`config.mk`:
```
export PLATFORM = sky130hd
export DESIGN_NAME = tvdp_front
export DESIGN_NICKNAME = d
export VERILOG_FILES = /design/src/hdl/tvdp_pkg.sv /design/src/hdl/tvdp_front.sv
export SDC_FILE = /design/constraint.sdc
export NUM_CORES = 1
export LEC_CHECK = 0
export ABC_CLOCK_PERIOD_IN_PS = 4250
export BUFFER_PORTS_ARGS = -buffer_cell sky130_fd_sc_hd__buf_4
export CORE_AREA = 4 4 119 121
export DETAILED_ROUTE_END_ITERATION = 10
export DIE_AREA = 0 0 123 125
export PLACE_DENSITY = 0.65
export SKIP_CTS_REPAIR_TIMING = 1
export SLEW_MARGIN = 0
export SYNTH_ARGS = -nofsm -noshare
export SYNTH_HDL_FRONTEND = slang
export SYNTH_SLANG_ARGS = --single-unit
```
`constraint.sdc`:
```
create_clock -name i_clk -period 4.25 [get_ports i_clk]
set_input_delay 1.0625 -clock i_clk [delete_from_list [all_inputs] [get_ports i_clk]]
set_output_delay 1.0625 -clock i_clk [all_outputs]
set_load 0.1 [all_outputs]
```
`src/hdl/tvdp_pkg.sv`:
```
// Package for the tile video display processor: item codes, queue entry and FSM state types.
// No dependencies.
package tvdp_pkg;

    localparam logic [2:0] FUNC_CTRL  = 3'd0;
    localparam logic [2:0] FUNC_DATA  = 3'd1;
    localparam logic [2:0] FUNC_PIXEL = 3'd2;
    localparam logic [2:0] FUNC_CRAM  = 3'd3;
    localparam logic [2:0] FUNC_REG   = 3'd4;

    localparam logic [1:0] CODE_REG  = 2'd2;
    localparam logic [1:0] CODE_CRAM = 2'd3;

    localparam logic [7:0] SPR_END = 8'hD0;
    localparam logic [8:0] VROWS   = 9'd224;

    typedef struct packed {
        logic [2:0] func;
        logic [7:0] byte_in;
        logic [4:0] read_index;
        logic [7:0] screen_x;
        logic [7:0] screen_y;
    } t_item;

    typedef enum logic [4:0] {
        ST_IDLE, ST_CLEAR, ST_CMD, ST_NAME0, ST_NAME1, ST_BGP0, ST_BGP1, ST_BGP2,
        ST_BGP3, ST_BGDONE, ST_SY, ST_SYCHK, ST_SX, ST_SXCHK, ST_SIDX, ST_SIDXW,
        ST_SP0, ST_SP1, ST_SP2, ST_SP3, ST_SPDONE, ST_OUT
    } t_state;

endpackage

```
`src/hdl/tvdp_front.sv`:
```
// Input stage of the tile video display processor: a short word queue toward the engine.
// Depends on tvdp_pkg.
module tvdp_front
    import tvdp_pkg::*;
(
    input  logic  i_clk,
    input  logic  i_rst_n,
    input  logic  i_valid,
    output logic  o_ready,
    input  t_item i_item,
    output logic  o_valid,
    input  logic  i_ready,
    output t_item o_item
);
    t_item       r_q [4];
    logic [2:0]  r_cnt;
    logic [1:0]  r_rd, r_wr;
    logic        push, pop;

    assign o_ready = (r_cnt != 3'd4);
    assign o_valid = (r_cnt != 3'd0);
    assign push    = i_valid && o_ready;
    assign pop     = o_valid && i_ready;
    assign o_item  = r_q[r_rd];

    always_ff @(posedge i_clk) begin
        if (push) r_q[r_wr] <= i_item;
        if (!i_rst_n) begin
            r_cnt <= '0; r_rd <= '0; r_wr <= '0;
        end else begin
            if (push) r_wr <= r_wr + 2'd1;
            if (pop)  r_rd <= r_rd + 2'd1;
            r_cnt <= r_cnt + {2'd0, push} - {2'd0, pop};
        end
    end
endmodule

```
Yosys cells after proc, flatten, opt, wreduce, memory -nomap -nowiden
Memories as Yosys holds them, arrays and structs flattened. A register that Yosys moved wholly into a read port is not among the register bits.
Cells that the tools add are included.
- $add $sub $neg: 4
- multiply operators: 0
- divide/modulo/power cells: 0
- magnitude comparators: 0
- equality and inequality tests: 1
- shift operators: 0
- muxes and demuxes: 4
- bitwise gates (word level): 0
- reductions and logical operators: 3
- operators with widths (kind ; number):
    $add 2x1->2 const B ; 2
    $mux 2 ; 2
    $add 3x1->3 ; 1
    $ne 3x3->1 const B ; 1
    $reduce_bool 3->1 ; 1
    $sub 3x1->3 ; 1
    $logic_and 1x1->1 ; 2
    $mux 1 ; 2
- bits in registers: 7
- latch bits: 0
- RAM bits: 128
- ROM bits: 0
- input bits: 36
- output and inout port bits: 34
- logic and storage cells: 16
- memories: 1
- memories (name ; words ; bits a word ; read ports ; clocked after memory_dff ; wr ports ; line ; text):
    r_q ; 4 ; 32 ; 1 ; 1 ; 1 ; tvdp_front.sv:15 ; t_item r_q [4];

Longest topological paths before layout
Gate-level depths: netlist of the first run.
- depth after elaboration: 4
- depth in mapped cells: 11

Least setup slack after synthesis of the first run
Ideal clock, no wire load.
- path kind: input-to-reg
- start: input i_valid
- end: register r_cnt[2]
- data arrival time: 2.636 ns
- path slack: 1.499 ns
- cell stages on the path: 10
- path buffers: 0
- cell sequence: a21boi_2 -> inv_1 -> ha_1 -> inv_1 -> ha_1 -> inv_1 -> fa_1 -> xnor2_1 -> xnor2_1 -> and2_1
- cells in the longest elaborated chain, start to end: 3
- ends and longest elaborated chain (item ; line ; text):
    start: declaration ; tvdp_front.sv:8 ; input logic i_valid,
    $logic_and 1x1->1 ; tvdp_front.sv:22 ; assign push = i_valid && o_ready;
    $add 3x1->3 ; tvdp_front.sv:33 ; r_cnt <= r_cnt + {2'd0, push} - {2'd0, pop};
    $sub 3x1->3 ; tvdp_front.sv:33 ;
    end signal: assignment ; tvdp_front.sv:33 ;
    end: declaration ; tvdp_front.sv:16 ; logic [2:0] r_cnt;
No other way between the ends.
A chain may end at the register's enable or synchronous reset.

==> results of run 1 <==
## sequential cells by signal (all words and copies together), names as in the netlist, named ones only
| register | cells |
|---|---|
| r_cnt | 3 |
| r_rd | 2 |
| r_wr | 2 |
| r_q | 128 |
## stage by stage
| stage | cell area (um^2) | worst slack [ns] |
|---|---|---|
| 2_1_floorplan | 5139 | 1.499 |
| 6_report | 6416 | 0.9655 |
| 4_1_cts | 6416 | 0.8826 |
| 3_3_place_gp | 5814 | 1.329 |
| 3_5_place_dp | 5814 | 1.284 |
| 5_1_grt | 6416 | 0.7791 |
## final timing paths
kind,startpoint,to,depth (start not counted)
setup reg to reg,r_cnt[1]$_SDFF_PN0_,r_cnt[2]$_SDFF_PN0_,11
setup / recovery,flop,o_item[28],3
hold reg to reg,r_wr[1]$_SDFFE_PN0P_,r_wr[1]$_SDFFE_PN0P_,2
hold / removal,r_wr[1]$_SDFFE_PN0P_,r_wr[1]$_SDFFE_PN0P_,2
## layout by cell type (no fill, tap or decap)
cell        count
clkinv_4        1
clkinv_2        2
clkbuf_16      17
edfxtp_1      128
ha_1            6
clkbuf_1        1
inv_1           5
mux4_2         30
xnor2_1         4
bufinv_16       2
clkbuf_8        4
mux2i_1         2
mux4_1          2
o31a_1          1
nor2_1          1
a21boi_2        1
clkinvlp_4      4
and2_2          4
o311ai_2        1
fa_1            1
nand2_1         5
nor2b_1         3
inv_6           1
buf_12          1
buf_4          69
dfxtp_1         7
and2_1          3
or3_1           1
dfxtp_2         2
## power by group
part	switching [mW]	leakage (nW)	internal, mW	total, mW
Clock	0.527	0.285	0.927	1.45
Combinational	1.35	0.651	0.482	1.83
Sequential	0.109	1.25	1.64	1.75
Total	1.98	2.18	3.05	5.03
## cell families (layout without fill, tap and decap cells)
group | Yosys count | after routing | share of synthesized area
XOR/XNOR | 4 | 4 | 0.006817
AO/OA/AOI/OAI | 3 | 3 | 0.007062
flip-flops | 137 | 137 | 0.7831
buffers and inverters | 13 | 107 | 0.02118
AND/OR/NAND/NOR | 17 | 17 | 0.01777
multiplexers | 34 | 34 | 0.1456
adder cells (fa/ha/maj) | 7 | 7 | 0.01850
## per-layer routing
layer | vias to the layer above | part of all wire | GRT usage
li1 | 1049 | - | -
met1 | 1189 | 0.41 | 0.1542
met2 | 54 | 0.53 | 0.1962
met3 | 8 | 0.057 | 0.05330
met4 | 2 | 0.0074 | 0.04104
met5 | - | 0.0023 | 0
## worst max-delay path: stages (launching register included)
cell and delay, ns:
dfxtp_2 0.73, buf_12 0.27, mux4_1 0.56, buf_4 0.25
## area by class of cell
| type | instances | area, um^2 |
|---|---|---|
| Tap cell | 176 | 220.2 |
| Sequential cell | 137 | 4026 |
| Fill cell | 1074 | 6669 |
| Clock buffer | 22 | 484.2 |
| Inverter | 5 | 18.77 |
| Timing Repair Buffer | 70 | 538.0 |
| Multi-Input combinational cell | 65 | 1011 |
| Clock inverter | 10 | 117.6 |
==> results.sh, run 1 <==
export IMPL_arrival_ns=2.22
export IMPL_clock_sinks=137
export IMPL_grt_pass1_wl_um=13850
export IMPL_num_vias=2302
export IMPL_routedWlPerCell_um=18.08
export IMPL_first_pass_iters=4
export IMPL_nets=339
export IMPL_p_total_mw=5.034
export IMPL_first_global_vias=2505
export IMPL_place_congestion=0.6451
export IMPL_wl_um=8768
export IMPL_dieArea_um2=15380
export IMPL_vias_per_cell=4.746
export IMPL_drc=0
export IMPL_synth_cell_area_um2=5139
export IMPL_antenna_found_initial=1
export IMPL_synth_edf_count=128
export IMPL_cts_tree="built"
export IMPL_yosysWarnings=0
export IMPL_netlist_area_leader_share=0.7480
export IMPL_peakVddDrop_uv=412.4
export IMPL_async_flop_share=0
export IMPL_hold_slack_ns=0.5057
export IMPL_dp_hpwl_um=5181
export IMPL_synthToLayoutAreaGrowth_pct=24.86
export IMPL_fin_skew_ns=0.007234
export IMPL_setup_violations=0
export IMPL_antenna_left=0
export IMPL_rows=42
export IMPL_synth_avg_cell_area_um2=23.90
export IMPL_n_antenna_cell=0
export IMPL_p_leak_nw=2.183
export IMPL_clock_fmax_mhz=304.5
export IMPL_powerDensity_nw_per_um2=784.6
export IMPL_postLayoutCoreUtil=0.4903
export IMPL_hp_class="reg2reg"
export IMPL_synth_area_leaders="edfxtp_1 (75%), mux4_2 (13%), dfxtp_1 (3.5%)"
export IMPL_finalHoldViolations=0
export IMPL_cp_end_kind="output port"
export IMPL_synthCells=215
export IMPL_drv_slew=0
export IMPL_seq_area_frac_synth=0.7831
export IMPL_portBuffers=69
export IMPL_synth_ff_type="edfxtp_1"
export IMPL_drt_iter0_markers=167
export IMPL_clkTransAtPathRegs_ns=0.05
export IMPL_synth_most_common_cell="edfxtp_1"
export IMPL_die_h_um=125
export IMPL_path_max_fanout=17
export IMPL_regToRegSetupSlack_ns=1.87
export IMPL_root_buffer="clkbuf_16"
export IMPL_period_share=0.7728
export IMPL_clockBufferDepth=2
export IMPL_placed_cells=453
export IMPL_rsz0062_at_grt="false"
export IMPL_fin_setup_tns_ns=0
export IMPL_coreArea_um2=13090
export IMPL_synth_net_count=258
export IMPL_status="finished, final reports clean"
export IMPL_drive_gt1_frac=0.4498
export IMPL_htreeDepth=4
export IMPL_worst_ep_required_time_ns=3.19
export IMPL_grt_max_degree=33
export IMPL_cts_buffers=17
export IMPL_cap_violations=0
export IMPL_fp_dieW_um=123
export IMPL_crit_type="reg2out"
export IMPL_tightest_slew_ns=0.9280
export IMPL_finalCriticalPeriod_ns=3.284
export IMPL_ios=70
export IMPL_synth_area_leader_cell="edfxtp_1"
export IMPL_relSlewSlack=0.3813
export IMPL_insertion_delay_ns=0.40
export IMPL_synth_ff_latch_count=137
export IMPL_gr_total_overflow=0
export IMPL_worstSetupStartpointType="flop"
export IMPL_synth_common_cells="edfxtp_1 (128), mux4_2 (30), dfxtp_1 (9)"
export IMPL_stdcell_count=485
export IMPL_grt_usage=0.1241
export IMPL_yosysUniqueCellTypes=21
export IMPL_initial_core_util=0.3927
(Power assumes the default switching activity.)
==> inputs of run 2 (changes only) <==
- ABC_CLOCK_PERIOD_IN_PS: 4250 -> 2900
- PLACE_DENSITY: 0.65 -> 0.67
- clock period: 4.25 -> 2.9 ns (I/O delays scaled with it)
==> run 2 against run 1 <==
Effect of this change: register-to-register slack worse by 1.2 ns; power rose by 47%; non-clock buffer count grew 8; core utilization grew 0.76 points; critical path depth did not move; design area increased by 1.5%; cell count increased by 1.6%; sequential power grew 43%; worst setup slack worse by 0.72 ns; combinational power is 52% higher; first-iteration DRC count decreased by 20%.
==> results.sh, run 2 (synthesis gave the netlist of run 1 again) <==
export IMPL_antenna_found_initial=0
export IMPL_placed_cells=461
export IMPL_clock_fmax_mhz=376.8
export IMPL_grt_usage=0.1261
export IMPL_insertion_delay_ns=0.41
export IMPL_wl_um=8926
export IMPL_n_antenna_cell=0
export IMPL_period_share=0.9152
export IMPL_fp_dieW_um=123
export IMPL_peakVddDrop_uv=551.2
export IMPL_drv_slew=0
export IMPL_rsz0062_at_grt="false"
export IMPL_cp_end_kind="output port"
export IMPL_finalCriticalPeriod_ns=2.654
export IMPL_setup_violations=0
export IMPL_portBuffers=69
export IMPL_max_flop_register="r_q"
export IMPL_layout_commonest_cell="edfxtp_1"
export IMPL_htreeDepth=4
export IMPL_first_pass_iters=4
export IMPL_dp_hpwl_um=5678
export IMPL_gr_total_overflow=0
export IMPL_first_global_vias=2505
export IMPL_rows=42
export IMPL_grt_pass1_wl_um=13920
export IMPL_place_congestion=0.6774
export IMPL_crit_type="reg2out"
export IMPL_p_leak_nw=2.231
export IMPL_tightest_slew_ns=0.5366
export IMPL_num_vias=2346
export IMPL_worstSetupStartpointType="flop"
export IMPL_vias_per_cell=4.759
export IMPL_antenna_left=0
export IMPL_path_max_fanout=18
export IMPL_largestRegisters="r_q x128, r_cnt x3"
export IMPL_powerDensity_nw_per_um2=1140
export IMPL_finalHoldViolations=0
export IMPL_dieArea_um2=15380
export IMPL_stdcell_count=493
export IMPL_nFillCells=1087
export IMPL_clock_sinks=137
export IMPL_grt_max_degree=19
export IMPL_drt_iter0_markers=133
export IMPL_die_h_um=125
export IMPL_hold_slack_ns=0.5017
export IMPL_worst_ep_required_time_ns=2.17
export IMPL_clockBufferDepth=2
export IMPL_largest_reg_flops=128
export IMPL_mostFrequentLayoutCells="edfxtp_1 (128), buf_4 (74), mux4_2 (30)"
export IMPL_drc=0
export IMPL_drive_gt1_frac=0.4669
export IMPL_arrival_ns=1.93
export IMPL_cts_tree="built"
export IMPL_synthToLayoutAreaGrowth_pct=26.78
export IMPL_hp_class="reg2reg"
export IMPL_clkTransAtPathRegs_ns=0.06
export IMPL_fin_skew_ns=0.007855
export IMPL_status="finished, final reports clean"
export IMPL_cts_buffers=17
export IMPL_coreArea_um2=13090
export IMPL_initial_core_util=0.3927
export IMPL_fin_setup_tns_ns=0
export IMPL_root_buffer="clkbuf_16"
export IMPL_regToRegSetupSlack_ns=0.68
export IMPL_ios=70
export IMPL_relSlewSlack=0.6423
export IMPL_nets=347
export IMPL_cap_violations=0
export IMPL_routedWlPerCell_um=18.11
-- run 2: cell count changes in the layout (fill, tap and decap cells not counted), sizes merged --
cell      before  now
clkinvlp       4    5
bufinv         2    3
clkbuf        22   17
buf           70   78
clkinv         3    6
-- run 2: worst paths after layout --
path / endpoint / start / depth (start not counted)
max reg2reg: r_cnt[2]$_SDFF_PN0_ / r_cnt[1]$_SDFF_PN0_ / 11
min reg2reg: r_wr[1]$_SDFFE_PN0P_ / r_wr[1]$_SDFFE_PN0P_ / 2
min: r_wr[1]$_SDFFE_PN0P_ / r_wr[1]$_SDFFE_PN0P_ / 2
max: o_item[27] / flop / 3
-- run 2: metrics by stage --
step | util | worst slack (ns) | power (mW) | cell area, um^2
after CTS | 0.4979 | 0.1754 | 7.534 | 6515
final | 0.4979 | 0.2460 | 7.425 | 6515
after floorplan | - | 0.4865 | 4.832 | 5139
after global routing | 0.4979 | 0.1491 | 7.708 | 6515
after detailed placement | 0.4518 | 0.4481 | 5.369 | 5912
after global placement | 0.4518 | 0.4930 | 5.342 | 5912
-- run 2: area by class of cell --
cell class              count  area (um^2)  area share
well taps                 176        220.2     0.03380
flip-flops and latches    137         4026      0.6180
clock buffers              17        425.4     0.06530
repair buffers             78        635.6     0.09756
inverters                   5        18.77    0.002881
multi-input cells          65         1011      0.1552
clock inverters            15        177.7     0.02727
-- run 2: per-layer routing --
metal  GRT usage  share of wire  vias to the layer above
li1            -              -                     1067
met3     0.04607          0.047                       15
met5           0              0                        -
met1      0.1491           0.41                     1204
met4     0.06059          0.022                        0
met2      0.2036           0.52                       60
-- run 2: power by group --
part	internal [mW]	leakage, nW	switching, mW
clock	1.35	0.281	0.798
combinational	0.734	0.703	2.04
sequential	2.40	1.25	0.0955
-- run 2: worst max-delay path, stage by stage (launching register included) --
cell and delay [ns]:
dfxtp_2 0.64, buf_4 0.28, mux4_2 0.33, buf_4 0.25
